`src/design/utf8v_pkg.sv`:
```
// Shared types and constants for the UTF-8 text validator.
package utf8v_pkg;

  // Codepoint counter width; the count register is one bit wider.
  localparam int unsigned CountWidth = 16;

  // Configuration port.
  localparam int unsigned CfgIdxWidth  = 1;
  localparam int unsigned CfgDataWidth = 16;
  localparam logic [CfgIdxWidth-1:0] CfgMaxCodepoints = 1'd0;
  localparam logic [CfgIdxWidth-1:0] CfgAllowEmpty    = 1'd1;
  localparam logic [CfgDataWidth-1:0] MaxCodepointsRst = 16'd255;
  localparam logic AllowEmptyRst = 1'b0;

  // Byte classes.
  localparam logic [7:0] Lead2Mask = 8'he0;
  localparam logic [7:0] Lead2Val  = 8'hc0;
  localparam logic [7:0] Lead3Mask = 8'hf0;
  localparam logic [7:0] Lead3Val  = 8'he0;
  localparam logic [7:0] Lead4Mask = 8'hf8;
  localparam logic [7:0] Lead4Val  = 8'hf0;
  localparam logic [7:0] ContMask  = 8'hc0;
  localparam logic [7:0] ContVal   = 8'h80;
  localparam logic [7:0] AsciiTop  = 8'h80;

  // Codepoint limits.
  localparam logic [20:0] CpMax      = 21'h10ffff;
  localparam logic [20:0] CpSurLo    = 21'h00d800;
  localparam logic [20:0] CpSurHi    = 21'h00dfff;
  localparam logic [20:0] CpMin2     = 21'h000080;
  localparam logic [20:0] CpMin3     = 21'h000800;
  localparam logic [20:0] CpMin4     = 21'h010000;
  localparam logic [20:0] CpCtrlTop  = 21'h000020;
  localparam logic [20:0] CpDel      = 21'h00007f;

  typedef struct packed {
    logic [7:0] text_byte;
    logic       last_byte;
    logic       empty_text;
  } item_t;

  typedef struct packed {
    logic [1:0]            bytes_rem;
    logic [2:0]            seq_len;
    logic [20:0]           partial_cp;
    logic [CountWidth:0]   cp_total;
    logic                  error_seen;
  } scan_state_t;

  typedef struct packed {
    logic has_result;
    logic text_valid;
  } verdict_t;

endpackage

```
`src/design/utf8v_if.sv`:
```
// Handshake channels: input byte items and verdict items.
interface utf8v_in_if;
  logic       valid;
  logic       ready;
  logic [7:0] text_byte;
  logic       last_byte;
  logic       empty_text;

  modport source (output valid, output text_byte, output last_byte, output empty_text,
                  input ready);
  modport sink (input valid, input text_byte, input last_byte, input empty_text,
                output ready);
endinterface

interface utf8v_out_if;
  logic valid;
  logic ready;
  logic text_valid;

  modport source (output valid, output text_valid, input ready);
  modport sink (input valid, input text_valid, output ready);
endinterface

```
`src/design/utf8_text_validator_top.sv`:
```
// Top level of the UTF-8 text validator.
//
//  channel    | dir | handshake      | payload
//  -----------+-----+----------------+------------------------------------
//  item_i     | in  | valid / ready  | text_byte[7:0], last_byte, empty_text
//  verdict_o  | out | valid / ready  | text_valid
//  cfg_*      | in  | cfg_we_i only  | cfg_idx_i, cfg_data_i[15:0]
//
//  One item a cycle while item_i does not stall. An accepted item is held
//  in the input register, then the step logic updates the scan state and,
//  on a last byte or an empty text, loads the verdict register, which
//  drives verdict_o. item_i stalls only when an item waits to load the
//  verdict register while a verdict is still held there. rst_ni clears the
//  scan state, both valid flags and restores the register reset values.
module utf8_text_validator_top (
  input  logic                                clk_i,
  input  logic                                rst_ni,
  utf8v_in_if.sink                            item_i,
  utf8v_out_if.source                         verdict_o,
  input  logic                                cfg_we_i,
  input  logic [utf8v_pkg::CfgIdxWidth-1:0]   cfg_idx_i,
  input  logic [utf8v_pkg::CfgDataWidth-1:0]  cfg_data_i
);
  import utf8v_pkg::*;

  // input register
  logic        in_valid_q;
  item_t       in_item_q;

  // scan state, verdict register, configuration
  scan_state_t state_q, state_d;
  verdict_t    step_verdict;
  logic        out_valid_q, out_valid_d;
  logic        out_text_valid_q, out_text_valid_d;
  logic [CfgDataWidth-1:0] max_cp_q;
  logic        allow_empty_q;
  logic        consume;
  logic        in_ready;

  utf8v_step u_step (
    .state_i       (state_q),
    .item_i        (in_item_q),
    .limit_i       (CountWidth'(max_cp_q)),
    .allow_empty_i (allow_empty_q),
    .state_o       (state_d),
    .verdict_o     (step_verdict)
  );

  // Held item moves on unless it carries a verdict and the verdict register is busy.
  assign consume  = in_valid_q &&
                    (!step_verdict.has_result || !out_valid_q || verdict_o.ready);
  assign in_ready = !in_valid_q || consume;

  assign item_i.ready         = in_ready;
  assign verdict_o.valid      = out_valid_q;
  assign verdict_o.text_valid = out_text_valid_q;

  always_comb begin
    out_valid_d      = out_valid_q;
    out_text_valid_d = out_text_valid_q;
    if (consume && step_verdict.has_result) begin
      out_valid_d      = 1'b1;
      out_text_valid_d = step_verdict.text_valid;
    end else if (verdict_o.ready) begin
      out_valid_d = 1'b0;
    end
  end

  always_ff @(posedge clk_i or negedge rst_ni) begin
    if (!rst_ni) begin
      in_valid_q    <= 1'b0;
      out_valid_q   <= 1'b0;
      state_q       <= '0;
      max_cp_q      <= MaxCodepointsRst;
      allow_empty_q <= AllowEmptyRst;
    end else begin
      if (in_ready) begin
        in_valid_q <= item_i.valid;
      end
      out_valid_q <= out_valid_d;
      if (consume) begin
        state_q <= state_d;
      end
      if (cfg_we_i) begin
        case (cfg_idx_i)
          CfgMaxCodepoints: max_cp_q      <= cfg_data_i;
          CfgAllowEmpty:    allow_empty_q <= cfg_data_i[0];
          default: ;
        endcase
      end
    end
  end

  // payload registers
  always_ff @(posedge clk_i) begin
    if (in_ready && item_i.valid) begin
      in_item_q.text_byte  <= item_i.text_byte;
      in_item_q.last_byte  <= item_i.last_byte;
      in_item_q.empty_text <= item_i.empty_text;
    end
    out_text_valid_q <= out_text_valid_d;
  end

endmodule

```
`src/design/utf8v_step.sv`:
```
// Next-state and verdict logic for one byte item.
module utf8v_step (
  input  utf8v_pkg::scan_state_t          state_i,
  input  utf8v_pkg::item_t                item_i,
  input  logic [utf8v_pkg::CountWidth-1:0] limit_i,
  input  logic                            allow_empty_i,
  output utf8v_pkg::scan_state_t          state_o,
  output utf8v_pkg::verdict_t             verdict_o
);
  import utf8v_pkg::*;

  scan_state_t           nxt;
  logic [7:0]            b;
  logic                  take_cp;
  logic [20:0]           cp;
  logic [2:0]            cp_len;
  logic [20:0]           shifted;
  logic                  bad_cp;
  logic [CountWidth:0]   lim_ext;
  logic [CountWidth:0]   total_inc;

  assign b       = item_i.text_byte;
  assign lim_ext = {1'b0, limit_i};
  assign shifted = {state_i.partial_cp[14:0], b[5:0]};

  always_comb begin
    nxt       = state_i;
    take_cp   = 1'b0;
    cp        = '0;
    cp_len    = '0;
    bad_cp    = 1'b0;
    total_inc = state_i.cp_total;

    if (!state_i.error_seen) begin
      if (state_i.bytes_rem == 2'd0) begin
        if (b < AsciiTop) begin
          take_cp = 1'b1;
          cp      = {13'd0, b};
          cp_len  = 3'd1;
        end else if ((b & Lead2Mask) == Lead2Val) begin
          nxt.partial_cp = {16'd0, b[4:0]};
          nxt.seq_len    = 3'd2;
          nxt.bytes_rem  = 2'd1;
        end else if ((b & Lead3Mask) == Lead3Val) begin
          nxt.partial_cp = {17'd0, b[3:0]};
          nxt.seq_len    = 3'd3;
          nxt.bytes_rem  = 2'd2;
        end else if ((b & Lead4Mask) == Lead4Val) begin
          nxt.partial_cp = {18'd0, b[2:0]};
          nxt.seq_len    = 3'd4;
          nxt.bytes_rem  = 2'd3;
        end else begin
          nxt.error_seen = 1'b1;
        end
      end else if ((b & ContMask) != ContVal) begin
        nxt.error_seen = 1'b1;
      end else begin
        nxt.partial_cp = shifted;
        nxt.bytes_rem  = state_i.bytes_rem - 2'd1;
        if (state_i.bytes_rem == 2'd1) begin
          take_cp        = 1'b1;
          cp             = shifted;
          cp_len         = state_i.seq_len;
          nxt.partial_cp = '0;
          nxt.seq_len    = '0;
        end
      end

      if (take_cp) begin
        bad_cp = (cp_len == 3'd2 && cp < CpMin2) || (cp_len == 3'd3 && cp < CpMin3) ||
                 (cp_len == 3'd4 && cp < CpMin4) || (cp > CpMax) ||
                 (cp >= CpSurLo && cp <= CpSurHi) || (cp < CpCtrlTop) || (cp == CpDel);
        if (bad_cp) begin
          nxt.error_seen = 1'b1;
        end else begin
          // count saturates one above the limit
          if (state_i.cp_total <= lim_ext) begin
            total_inc = state_i.cp_total + (CountWidth+1)'(1);
          end
          nxt.cp_total = total_inc;
          if (total_inc > lim_ext) begin
            nxt.error_seen = 1'b1;
          end
        end
      end
    end

    verdict_o = '0;
    state_o   = nxt;
    if (item_i.empty_text) begin
      verdict_o.has_result = 1'b1;
      verdict_o.text_valid = allow_empty_i;
      state_o              = '0;
    end else if (item_i.last_byte) begin
      verdict_o.has_result = 1'b1;
      verdict_o.text_valid = !(nxt.error_seen || (nxt.bytes_rem != 2'd0));
      state_o              = '0;
    end
  end

endmodule

```
`src/flat_wrapper.sv`:
```
// flat-port wrapper written by rule: the top's interface ports become plain ports
module utf8_text_validator_top_flat import utf8v_pkg::*;
  (clk_i, rst_ni, cfg_we_i, cfg_idx_i, cfg_data_i, item_i_valid, item_i_text_byte, item_i_last_byte, item_i_empty_text, item_i_ready, verdict_o_valid, verdict_o_text_valid, verdict_o_ready);
  utf8v_in_if item_i_i ();
  utf8v_out_if verdict_o_i ();
  input  logic clk_i;
  input  logic rst_ni;
  input  logic cfg_we_i;
  input  logic [utf8v_pkg::CfgIdxWidth-1:0] cfg_idx_i;
  input  logic [utf8v_pkg::CfgDataWidth-1:0] cfg_data_i;
  input wire logic [$bits(item_i_i.valid)-1:0] item_i_valid;
  input wire logic [$bits(item_i_i.text_byte)-1:0] item_i_text_byte;
  input wire logic [$bits(item_i_i.last_byte)-1:0] item_i_last_byte;
  input wire logic [$bits(item_i_i.empty_text)-1:0] item_i_empty_text;
  output wire logic [$bits(item_i_i.ready)-1:0] item_i_ready;
  output wire logic [$bits(verdict_o_i.valid)-1:0] verdict_o_valid;
  output wire logic [$bits(verdict_o_i.text_valid)-1:0] verdict_o_text_valid;
  input wire logic [$bits(verdict_o_i.ready)-1:0] verdict_o_ready;
  assign item_i_i.valid = item_i_valid;
  assign item_i_i.text_byte = item_i_text_byte;
  assign item_i_i.last_byte = item_i_last_byte;
  assign item_i_i.empty_text = item_i_empty_text;
  assign item_i_ready = item_i_i.ready;
  assign verdict_o_valid = verdict_o_i.valid;
  assign verdict_o_text_valid = verdict_o_i.text_valid;
  assign verdict_o_i.ready = verdict_o_ready;
  utf8_text_validator_top u_core (.clk_i(clk_i), .rst_ni(rst_ni), .item_i(item_i_i), .verdict_o(verdict_o_i), .cfg_we_i(cfg_we_i), .cfg_idx_i(cfg_idx_i), .cfg_data_i(cfg_data_i));
endmodule
```
`config.mk`:
```
export PLATFORM = sky130hd
export DESIGN_NAME = utf8_text_validator_top_flat
export DESIGN_NICKNAME = d
export VERILOG_FILES = /design/src/design/utf8v_pkg.sv /design/src/design/utf8v_if.sv /design/src/design/utf8_text_validator_top.sv /design/src/design/utf8v_step.sv /design/src/flat_wrapper.sv
export SDC_FILE = /design/constraint.sdc
export NUM_CORES = 1
export LEC_CHECK = 0
export ABC_AREA = 0
export BUFFER_PORTS_ARGS = -buffer_cell sky130_fd_sc_hd__clkbuf_2
export CAP_MARGIN = 20
export CORE_ASPECT_RATIO = 0.8
export CORE_UTILIZATION = 65
export DETAILED_ROUTE_END_ITERATION = 8
export PLACE_DENSITY_LB_ADDON = 0.2
export SKIP_CTS_REPAIR_TIMING = 1
export SYNTH_ARGS = -nofsm -noshare
export SYNTH_HDL_FRONTEND = slang
export SYNTH_SLANG_ARGS = --single-unit
```
`constraint.sdc`:
```
create_clock -name clk_i -period 5.95 [get_ports clk_i]
set_clock_uncertainty 0.05 [all_clocks]
set_input_delay 0.595 -clock clk_i [delete_from_list [all_inputs] [get_ports clk_i]]
set_output_delay 0.595 -clock clk_i [all_outputs]
set_load 0.02 [all_outputs]
```
==> impl_metrics.py, run 1 <==
metrics = {
    "floorplanning": {
        "die_w_um": 93.6,
        "core_area_sq_mm": 0.00644,
        "start_util_pct": 67.7,
        "chipHeight_um": 75.3,
        "core.rowCount": 26,
        "ioPinCount": 35,
        "die_area_sq_mm": 0.00704,
    },
    "synthesis": {
        "ys_seq_elements": 68,
        "netlist_top_cells_area": "dfrtp_1 28%, ha_1 10%, edfxtp_1 7.6%, nand2_1 6.5%, dfstp_2 4.8%",
        "synthAdderAreaFrac_pct": 10.0,
        "synth.area.mux_share_pct": 1.09,
        "synth_area_sq_mm": 0.00436,
        "avgSynthCellArea_sq_um": 9.07,
        "synthXorXnorAreaFrac_pct": 3.01,
        "synth_top_area_share_pct": 28.1,
        "synth-simple-area-share_pct": 19.1,
        "yosys_warnings": 0,
        "synth-compound-area-share_pct": 21.9,
        "synth_largest_area_cell": "dfrtp_1",
        "synth_top_family_by_area": "compound AO/OA/AOI/OAI gates",
        "synth_common_cells": "75 x nand2_1, 49 x dfrtp_1, 35 x ha_1",
        "synth_most_common_cell": "nand2_1",
        "synthArstFlopShare_pct": 83.8,
        "synth_cells": 481,
        "ys_types": 66,
        "yosysSeqAreaShare_pct": 40.5,
        "synth_nets": 548,
        "synth_ff_type": "dfrtp_1",
        "synth_edf_count": 11,
    },
    "power_and_ir_drop": {
        "pwr-share-seq_pct": 45.4,
        "powerDensity_mw_per_mm2": 246,
        "swShare_pct": 30.0,
        "p_leak_nw": 2.17,
        "p_comb_share_pct": 18.1,
        "p_switching_mw": 0.352,
        "p_int_mw": 0.820,
        "ir_drop_uv": 176,
        "clock_power_share_pct": 36.5,
    },
    "placed_design": {
        "place_hpwl_mm": 7.29,
        "port_buffers": 34,
        "dp_slack_ns": 1.47,
        "postPlaceCellArea_sq_mm": 0.00455,
        "place.gp.congestion": 0.928,
    },
    "global_route": {
        "antenna_found_initial": 0,
        "grt_max_degree": 58,
        "grt_pass1_wl_mm": 16.6,
        "grtUsageTotal_pct": 30.8,
        "grt_pass1_vias": 3420,
        "grt-ovfl-total": 0,
    },
    "clock_tree": {
        "cts-root-buf": "clkbuf_8",
        "cts_made_buffers": 9,
        "cts_buffer_depth": 2,
        "worstSkewPairLatency_ns": 0.35,
        "htree_levels": 3,
        "cts_tree": "done",
        "clock-sinks": 68,
        "path_clk_slew_ns": 0.08,
    },
    "finish": {
        "final_util_pct": 74.0,
        "drive_gt1_share_pct": 13.9,
        "area_growth_pct": 9.32,
        "fin_nets": 574,
        "postLayoutCellArea_sq_mm": 0.00477,
        "antenna_cells": 0,
    },
    "route": {
        "vias_per_cell": 6.42,
        "avgRoutedWirePerCell_um": 16.9,
        "drtAntennaViolNets": 0,
        "vias": 3824,
        "dr.pass1.iters": 6,
        "drtIter0Drc": 394,
        "totalWireLength_mm": 10.1,
        "post-route-drc-count": 0,
    },
    "setup_path": {
        "crit_family": "compound AO/OA/AOI/OAI gates",
        "crit_arrival_ns": 4.77,
        "critical_path_class": "reg -> reg",
        "crit_buf_inv": 1,
        "r2r-start": "u_core.max_cp_q[6]$_DFFE_PN1P_",
        "r2r_end": "u_core.state_q[0]$_DFFE_PN0P_",
        "start_kind": "register",
        "cp_max_fo": 17,
        "crit_chain": "inv_1 -> ha_1 -> a21oi_1 -> o221ai_1 -> a221oi_1 -> o21ai_1 -> a21oi_2 -> and3_1 -> xor2_1 -> ha_1 -> nand4_1 -> nor3_1 -> a2111oi_0 -> a31oi_1 -> nor2_1 -> a31oi_1 -> o31a_1",
        "r2r_slack_ns": 1.37,
        "critical_path_required_ns": 6.14,
        "max_stage_delay_ns": 0.63,
        "worstRegToRegCells": 17,
        "critPathSlowestCell": "a21oi_2",
        "end_kind": "register",
    },
    "timing": {
        "whs_ns": 0.330,
        "slew_viol_final": 0,
        "slew_headroom_pct": 36.4,
        "layout_min_cycle_time_ns": 4.58,
        "grt_setup_unrepaired": "no",
        "worst_slew_pin_slew_ns": 0.950,
        "max_freq_mhz": 218,
        "setup_viol": 0,
        "finalHoldViolations": 0,
        "timing.final.ws_setup_ns": 1.37,
        "fin_setup_tns_ns": 0,
        "finalCritPeriodShare_pct": 77.1,
    },
    "job": {
        "maxCapViolations": 0,
    },
    "hold_path": {
        "hp-class": "in -> async",
    },
    "outcome": {
        "status": "completed",
    },
}
[per-layer routing]
metal	wire length, um	vias to the layer above	share of wire, %	track usage, %
li1	-	1807	-	-
met1	4550	1805	45	45.2
met2	4570	198	45	47.1
met3	871	14	8.7	7.07
met4	73	0	0.73	6.32
met5	0	-	0	0
[stage by stage]
| stage | total power, mW | std cells |
|---|---|---|
| floorplan | 0.682 | 481 |
| global placement | 0.737 | 580 |
| detailed placement | 0.747 | 580 |
| CTS | 1.17 | 596 |
| global route | 1.23 | 596 |
| finish | 1.17 | 596 |
[sequential cells by signal, summed over array words and instances (netlist names)]
signal                       count
u_core.allow_empty_q             1
u_core.in_valid_q                1
u_core.verdict_o.valid           1
u_core.state_q                  38
u_core.in_item_q                10
u_core.max_cp_q                 16
u_core.verdict_o.text_valid      1
[power by group through the flow]
stage	Sequential (mW)	Combinational (mW)	Clock, mW
after floorplan	0.532	0.149	0
after detailed placement	0.540	0.207	0
after CTS	0.531	0.209	0.433
after global routing	0.535	0.239	0.451
final	0.532	0.213	0.428
after global placement	0.539	0.198	0
[layout by cell type, fill, tap and decap left out, types with 5 or more instances in the layout]
cell type,instances
a21o_1,6
a21oi_1,16
a31oi_1,10
and3_1,9
clkbuf_2,34
clkbuf_8,9
dfrtp_1,49
dfstp_2,8
edfxtp_1,11
ha_1,35
inv_1,26
nand2_1,75
nand3_1,12
nand4_1,8
nor2_1,30
nor3_1,8
o211ai_1,7
o21a_1,6
o21ai_0,27
o21ai_1,25
o31ai_1,5
xnor2_1,10
xor2_1,5
[cell families (layout without fill, tap and decap cells)]
logic type / after synthesis / count (layout)
and+or+nand+nor: 171 / 171
AOI/OAI and AO/OA: 142 / 142
buffers and inverters: 46 / 77
muxes: 4 / 4
xor gates and xnor gates: 15 / 15
DFF: 68 / 68
adders and majority gates: 35 / 35
[final cells by class]
type / instances / area (sq um)
clock inverter: 6 / 87.6
tap: 84 / 105
multi-input combinational: 367 / 2410
timing repair buffer: 35 / 178
clock buffer: 10 / 128
sequential: 68 / 1770
inverter: 26 / 97.6
fill: 504 / 1670
[how the worst max path moves through the flow]
stage                     cells past startpoint                       endpoint                      startpoint
final                                        17  u_core.state_q[0]$_DFFE_PN0P_  u_core.max_cp_q[6]$_DFFE_PN1P_
after global routing                         16  u_core.state_q[0]$_DFFE_PN0P_  u_core.state_q[15]$_DFFE_PN0P_
after CTS                                    17  u_core.state_q[0]$_DFFE_PN0P_  u_core.max_cp_q[6]$_DFFE_PN1P_
after detailed placement                     17  u_core.state_q[0]$_DFFE_PN0P_  u_core.max_cp_q[6]$_DFFE_PN1P_
after global placement                       17  u_core.state_q[0]$_DFFE_PN0P_  u_core.max_cp_q[6]$_DFFE_PN1P_
after floorplan                              18  u_core.state_q[0]$_DFFE_PN0P_  u_core.max_cp_q[6]$_DFFE_PN1P_
[worst reg2reg max path, stage by stage (launching register included)]
cell and delay [ns]:
dfstp_2 0.52, inv_1 0.07, ha_1 0.32, a21oi_1 0.18
o221ai_1 0.13, a221oi_1 0.38, o21ai_1 0.17, a21oi_2 0.63
and3_1 0.28, xor2_1 0.18, ha_1 0.26, nand4_1 0.13
nor3_1 0.07, a2111oi_0 0.43, a31oi_1 0.15, nor2_1 0.12
a31oi_1 0.11, o31a_1 0.29
No activity file was read; power rests on OpenSTA's default activity.
==> inputs of run 2 (changes only) <==
--- a/config.mk
+++ b/config.mk
@@ -9,7 +9,7 @@
 export BUFFER_PORTS_ARGS = -buffer_cell sky130_fd_sc_hd__clkbuf_2
 export CAP_MARGIN = 20
 export CORE_ASPECT_RATIO = 0.8
-export CORE_UTILIZATION = 65
+export CORE_UTILIZATION = 55
 export DETAILED_ROUTE_END_ITERATION = 8
 export PLACE_DENSITY_LB_ADDON = 0.2
 export SKIP_CTS_REPAIR_TIMING = 1
==> constraint.sdc (replaced) <==
create_clock -name clk_i -period 4.1 [get_ports clk_i]
set_clock_uncertainty 0.05 [all_clocks]
set_input_delay 0.41 -clock clk_i [delete_from_list [all_inputs] [get_ports clk_i]]
set_output_delay 0.41 -clock clk_i [all_outputs]
set_load 0.02 [all_outputs]
==> run 2 against run 1 <==
  * Sequential power is 45% higher
  * Design area is 5.6% higher
  * Maximum frequency is 14% higher
  * Critical path depth stayed put
  * Utilization is 7.2 points lower
  * Critical endpoint unchanged
  * Largest power group unchanged
  * Combinational power is 57% higher
  * Highest routed layer unchanged
==> impl_metrics.py, run 2 (synthesized netlist as in run 1, its figures left out) <==
metrics = {
    "outcome": {
        "status": "completed",
    },
    "timing": {
        "max_freq_mhz": 249,
        "slew_viol_final": 0,
        "finalCritPeriodShare_pct": 97.8,
        "worst_slew_pin_slew_ns": 0.964,
        "setup_viol": 0,
        "slew_headroom_pct": 35.4,
        "finalHoldViolations": 0,
        "layout_min_cycle_time_ns": 4.01,
        "timing.final.ws_setup_ns": 0.0892,
    },
    "finish": {
        "regArea_sq_mm": 0.00177,
        "largest_reg_flops": 38,
        "regMostFlops": "u_core.state_q",
        "area_growth_pct": 15.4,
        "multi_input_area_sq_mm": 0.00252,
        "reg_top3": "u_core.state_q (38), u_core.max_cp_q (16), u_core.in_item_q (10)",
        "nFillCells": 634,
        "antenna_cells": 0,
        "fin_cells": 638,
        "fin_nets": 595,
        "final_common_cell": "nand2_1",
        "postLayoutCellArea_sq_mm": 0.00503,
        "drive_gt1_share_pct": 21.0,
        "layout_common_cells": "75 x nand2_1, 49 x dfrtp_1, 34 x clkbuf_2",
    },
    "floorplanning": {
        "core_area_sq_mm": 0.00753,
        "die_w_um": 102,
        "core.rowCount": 28,
        "ioPinCount": 35,
        "chipHeight_um": 81.7,
        "start_util_pct": 57.9,
        "die_area_sq_mm": 0.00829,
    },
    "clock_tree": {
        "clock-sinks": 68,
        "worstSkewPairLatency_ns": 0.36,
        "path_clk_slew_ns": 0.09,
        "htree_levels": 3,
        "cts_made_buffers": 9,
        "cts_tree": "done",
        "cts-root-buf": "clkbuf_8",
        "cts_buffer_depth": 2,
    },
    "placed_design": {
        "place_hpwl_mm": 7.75,
        "dp_slack_ns": 0.0377,
        "postPlaceCellArea_sq_mm": 0.00471,
        "dp.cells": 619,
        "port_buffers": 34,
        "place.gp.congestion": 0.898,
    },
    "route": {
        "post-route-drc-count": 0,
        "dr.pass1.iters": 7,
        "drtAntennaViolNets": 0,
        "vias": 3886,
        "drtIter0Drc": 327,
        "totalWireLength_mm": 10.7,
        "avgRoutedWirePerCell_um": 16.8,
        "vias_per_cell": 6.09,
    },
    "global_route": {
        "busiest_layer": "met2",
        "grt-ovfl-total": 0,
        "grt_max_degree": 58,
        "grt_pass1_vias": 3563,
        "use_met3_pct": 5.02,
        "antenna_found_initial": 0,
        "grtUsageMet2_pct": 41.2,
        "grtUsageTotal_pct": 26.9,
        "use_met1_pct": 38.7,
        "grt_pass1_wl_mm": 17.1,
    },
    "job": {
        "maxCapViolations": 0,
    },
    "power_and_ir_drop": {
        "ir_drop_uv": 239,
        "powerDensity_mw_per_mm2": 320,
        "p_leak_nw": 2.26,
    },
    "setup_path": {
        "critical_path_class": "reg -> reg",
        "crit_arrival_ns": 4.19,
        "crit_chain": "inv_1 -> ha_4 -> a21oi_1 -> o221ai_1 -> a221oi_2 -> o21a_1 -> buf_4 -> o211ai_1 -> xnor2_1 -> ha_1 -> a211oi_2 -> nor2_1 -> o31ai_1 -> a31oi_1 -> nor2_1 -> a31oi_1 -> o31a_1",
        "max_stage_delay_ns": 0.52,
        "cp_max_fo": 6,
        "critical_path_required_ns": 4.28,
        "crit_buf_inv": 2,
        "crit_family": "compound AO/OA/AOI/OAI gates",
        "critPathSlowestCell": "dfstp_2",
        "end_kind": "register",
        "start_kind": "register",
    },
    "hold_path": {
        "hp-class": "in -> async",
    },
}
run 2: changes by cell type in the layout (fill, tap and decap cells not counted), moves of 3 or more:
| cell | previous run | this run |
|---|---|---|
| buf_4 | 1 | 21 |
| ha_1 | 35 | 32 |
| ha_4 | 0 | 3 |
| o21ai_2 | 2 | 5 |
run 2: final timing paths:
path | end | slack (ns) | start | cells past startpoint
worst max-delay path | u_core.state_q[0]$_DFFE_PN0P_ | 0.09 | u_core.max_cp_q[6]$_DFFE_PN1P_ | 17
worst min-delay path | u_core.state_q[25]$_DFFE_PN0P_ | 0.15 | rst_ni | 2
min in group clk_i | u_core.in_item_q[8]$_DFFE_PP_ | 0.18 | item_i_text_byte[6] | 1
max in group asynchronous | u_core.max_cp_q[10]$_DFFE_PN0P_ | 3.36 | rst_ni | 2
worst max register to register | u_core.state_q[0]$_DFFE_PN0P_ | 0.09 | u_core.max_cp_q[6]$_DFFE_PN1P_ | 17
worst min register to register | u_core.state_q[27]$_DFFE_PN0P_ | 0.47 | u_core.state_q[27]$_DFFE_PN0P_ | 2
run 2: power by group:
part	leakage (nW)	total [mW]	internal [mW]	switching, mW
clock network	0.0795	0.504	0.221	0.283
logic	1.33	0.335	0.120	0.216
registers	0.853	0.771	0.738	0.0338
run 2: worst reg2reg max path, cell delays in order, from the launching register on:
cell	delay, ns
dfstp_2	0.52
inv_1	0.08
ha_4	0.25
a21oi_1	0.14
o221ai_1	0.15
a221oi_2	0.39
o21a_1	0.20
buf_4	0.17
o211ai_1	0.14
xnor2_1	0.18
ha_1	0.35
a211oi_2	0.21
nor2_1	0.08
o31ai_1	0.30
a31oi_1	0.17
nor2_1	0.11
a31oi_1	0.10
o31a_1	0.29
run 2: layout make-up:
type	count	area share [%]
flip-flops and latches	68	35.1
repair buffers	56	6.73
multi-input cells	367	50.1
inverters	26	1.94
clock inverters	7	1.04
clock buffers	9	2.46
well taps	105	2.61
run 2: metrics by stage:
step	setup TNS (ns)	hold slack, ns	power [mW]	utilization (%)
2_1_floorplan	0	0.0644	0.989	-
3_3_place_gp	0	0.442	1.08	62.6
3_5_place_dp	0	0.453	1.09	62.6
4_1_cts	-0.0946	0.178	1.59	64.9
5_1_grt	-0.243	0.169	1.69	66.8
6_report	0	0.152	1.61	66.8
run 2: per-layer routing:
metal | up-vias | routed length [um]
li1 | 1857 | -
met2 | 128 | 4730
met1 | 1881 | 5210
met4 | 0 | 174
met5 | - | 0
met3 | 20 | 635
==> inputs of run 3 (changes only) <==
==> constraint.sdc (replaced) <==
create_clock -name clk_i -period 4.1 [get_ports clk_i]
set_clock_uncertainty 0.05 [all_clocks]
set_input_delay 0.82 -clock clk_i [delete_from_list [all_inputs] [get_ports clk_i]]
set_output_delay 0.82 -clock clk_i [all_outputs]
set_load 0.02 [all_outputs]
==> run 3 against run 2 <==
  * Die area stayed put
  * Wire length is 0.88% lower
  * Via count is 0.28% higher
  * Maximum frequency is 1.2% lower
  * Non-clock buffer count is 3 higher
  * Clock-buffer cell count is 2 higher
  * Combinational power hardly changed
  * Critical path type unchanged
  * Highest routed layer unchanged
==> impl_metrics.py, run 3 (synthesized netlist as in run 1, its figures left out) <==
metrics = {
    "finish": {
        "layout_common_cells": "75 x nand2_1, 49 x dfrtp_1, 34 x clkbuf_2",
        "fin_cells": 641,
        "drive_gt1_share_pct": 22.6,
        "regMostFlops": "u_core.state_q",
        "area_growth_pct": 17.5,
        "reg_top3": "u_core.state_q (38), u_core.max_cp_q (16), u_core.in_item_q (10)",
        "antenna_cells": 0,
        "fin_nets": 598,
        "largest_reg_flops": 38,
        "postLayoutCellArea_sq_mm": 0.00512,
        "final_common_cell": "nand2_1",
        "final_util_pct": 68.0,
    },
    "power_and_ir_drop": {
        "p_total_mw": 1.66,
        "ir_drop_uv": 260,
        "powerDensity_mw_per_mm2": 324,
        "p_leak_nw": 2.33,
    },
    "timing": {
        "max_freq_mhz": 246,
        "finalHoldViolations": 0,
        "slew_viol_final": 0,
        "fin_setup_tns_ns": 0,
        "worst_slew_pin_slew_ns": 1.04,
        "whs_ns": 0.352,
        "layout_min_cycle_time_ns": 4.06,
        "slew_headroom_pct": 30.5,
        "setup_viol": 0,
        "timing.final.ws_setup_ns": 0.0389,
        "finalCritPeriodShare_pct": 99.1,
    },
    "global_route": {
        "grt_pass1_wl_mm": 16.7,
        "antenna_found_initial": 0,
        "grt_pass1_vias": 3550,
        "grt-ovfl-total": 0,
        "grtUsageTotal_pct": 26.5,
        "grt_max_degree": 32,
    },
    "setup_path": {
        "critPathSlowestCell": "dfstp_2",
        "end_kind": "register",
        "critical_path_class": "reg -> reg",
        "crit_chain": "inv_1 -> ha_4 -> nand3_1 -> nor2_2 -> nand4_1 -> or2_4 -> a21oi_4 -> buf_4 -> nand2_1 -> xnor2_1 -> ha_1 -> nand2_1 -> o21ai_2 -> a2111oi_2 -> a31oi_1 -> nor2_1 -> a31oi_1 -> o31a_1",
        "r2r_slack_ns": 0.04,
        "r2r_end": "u_core.state_q[0]$_DFFE_PN0P_",
        "start_kind": "register",
        "worstRegToRegCells": 18,
        "crit_arrival_ns": 4.24,
        "r2r-start": "u_core.max_cp_q[4]$_DFFE_PN1P_",
        "cp_max_fo": 8,
        "max_stage_delay_ns": 0.52,
        "critical_path_required_ns": 4.28,
    },
    "outcome": {
        "status": "completed",
    },
    "clock_tree": {
        "cts_buffer_depth": 2,
        "cts_tree": "done",
        "htree_levels": 3,
        "worstSkewPairLatency_ns": 0.34,
        "cts-root-buf": "clkbuf_8",
        "clock-sinks": 68,
        "cts_made_buffers": 9,
        "path_clk_slew_ns": 0.07,
    },
    "route": {
        "vias_per_cell": 6.08,
        "drtAntennaViolNets": 0,
        "avgRoutedWirePerCell_um": 16.6,
        "post-route-drc-count": 0,
        "drtIter0Drc": 320,
        "dr.pass1.iters": 5,
        "totalWireLength_mm": 10.6,
        "vias": 3897,
    },
    "floorplanning": {
        "chipHeight_um": 81.7,
        "die_area_sq_mm": 0.00829,
        "ioPinCount": 35,
        "die_w_um": 102,
        "core.rowCount": 28,
        "core_area_sq_mm": 0.00753,
        "start_util_pct": 57.9,
    },
    "placed_design": {
        "postPlaceCellArea_sq_mm": 0.00474,
        "dp_slack_ns": 0.00106,
        "place.gp.congestion": 0.878,
        "port_buffers": 34,
        "dp.cells": 622,
        "place_hpwl_mm": 7.72,
    },
    "hold_path": {
        "hp-class": "in -> async",
    },
    "job": {
        "maxCapViolations": 0,
    },
}
-- run 3: changes by cell type in the layout (fill, tap and decap cells not counted), sizes merged --
| cell | before | now |
|---|---|---|
| buf | 22 | 25 |
| bufinv | 0 | 1 |
| clkbuf | 43 | 45 |
| clkinvlp | 3 | 1 |
| inv | 27 | 26 |
-- run 3: how the worst max path moves through the flow --
stage / from / end / depth (start not counted)
2_1_floorplan: u_core.max_cp_q[6]$_DFFE_PN1P_ / u_core.state_q[0]$_DFFE_PN0P_ / 18
3_3_place_gp: u_core.max_cp_q[6]$_DFFE_PN1P_ / u_core.state_q[0]$_DFFE_PN0P_ / 17
3_5_place_dp: u_core.max_cp_q[6]$_DFFE_PN1P_ / u_core.state_q[0]$_DFFE_PN0P_ / 17
4_1_cts: u_core.max_cp_q[2]$_DFFE_PN1P_ / u_core.state_q[0]$_DFFE_PN0P_ / 17
5_1_grt: u_core.max_cp_q[4]$_DFFE_PN1P_ / u_core.state_q[0]$_DFFE_PN0P_ / 18
6_report: u_core.max_cp_q[4]$_DFFE_PN1P_ / u_core.state_q[0]$_DFFE_PN0P_ / 18
-- run 3: area by class of cell --
class	count	area, sq um
multi-input combinational	367	2570
fill	594	2410
sequential	68	1770
timing repair buffer	59	362
clock buffer	11	141
tap	105	131
inverter	26	97.6
clock inverter	5	52.6
-- run 3: routing by layer --
layer  global-route usage [%]  vias to the layer above  part of all wire, %
met5                        0                        -                    0
met2                     40.7                      157                   45
met3                     4.26                       16                  7.7
li1                         -                     1869                    -
met4                     8.26                        0                  1.4
met1                     38.3                     1855                   46
-- run 3: report_power, final --
part | leakage, nW | total [mW] | internal, mW | switching (mW)
logic | 1.38 | 0.334 | 0.122 | 0.212
clock network | 0.0991 | 0.553 | 0.295 | 0.259
registers | 0.853 | 0.773 | 0.738 | 0.0347
-- run 3: worst max-delay path: cells and delay by family (launching register included) --
family	cells	cell delay (ns)
flip-flops	1	0.52
AO/OA/AOI/OAI	6	1.33
adder cells (fa/ha/maj)	2	0.61
buffers and inverters	2	0.25
AND/OR/NAND/NOR	7	1.06
XOR/XNOR	1	0.14
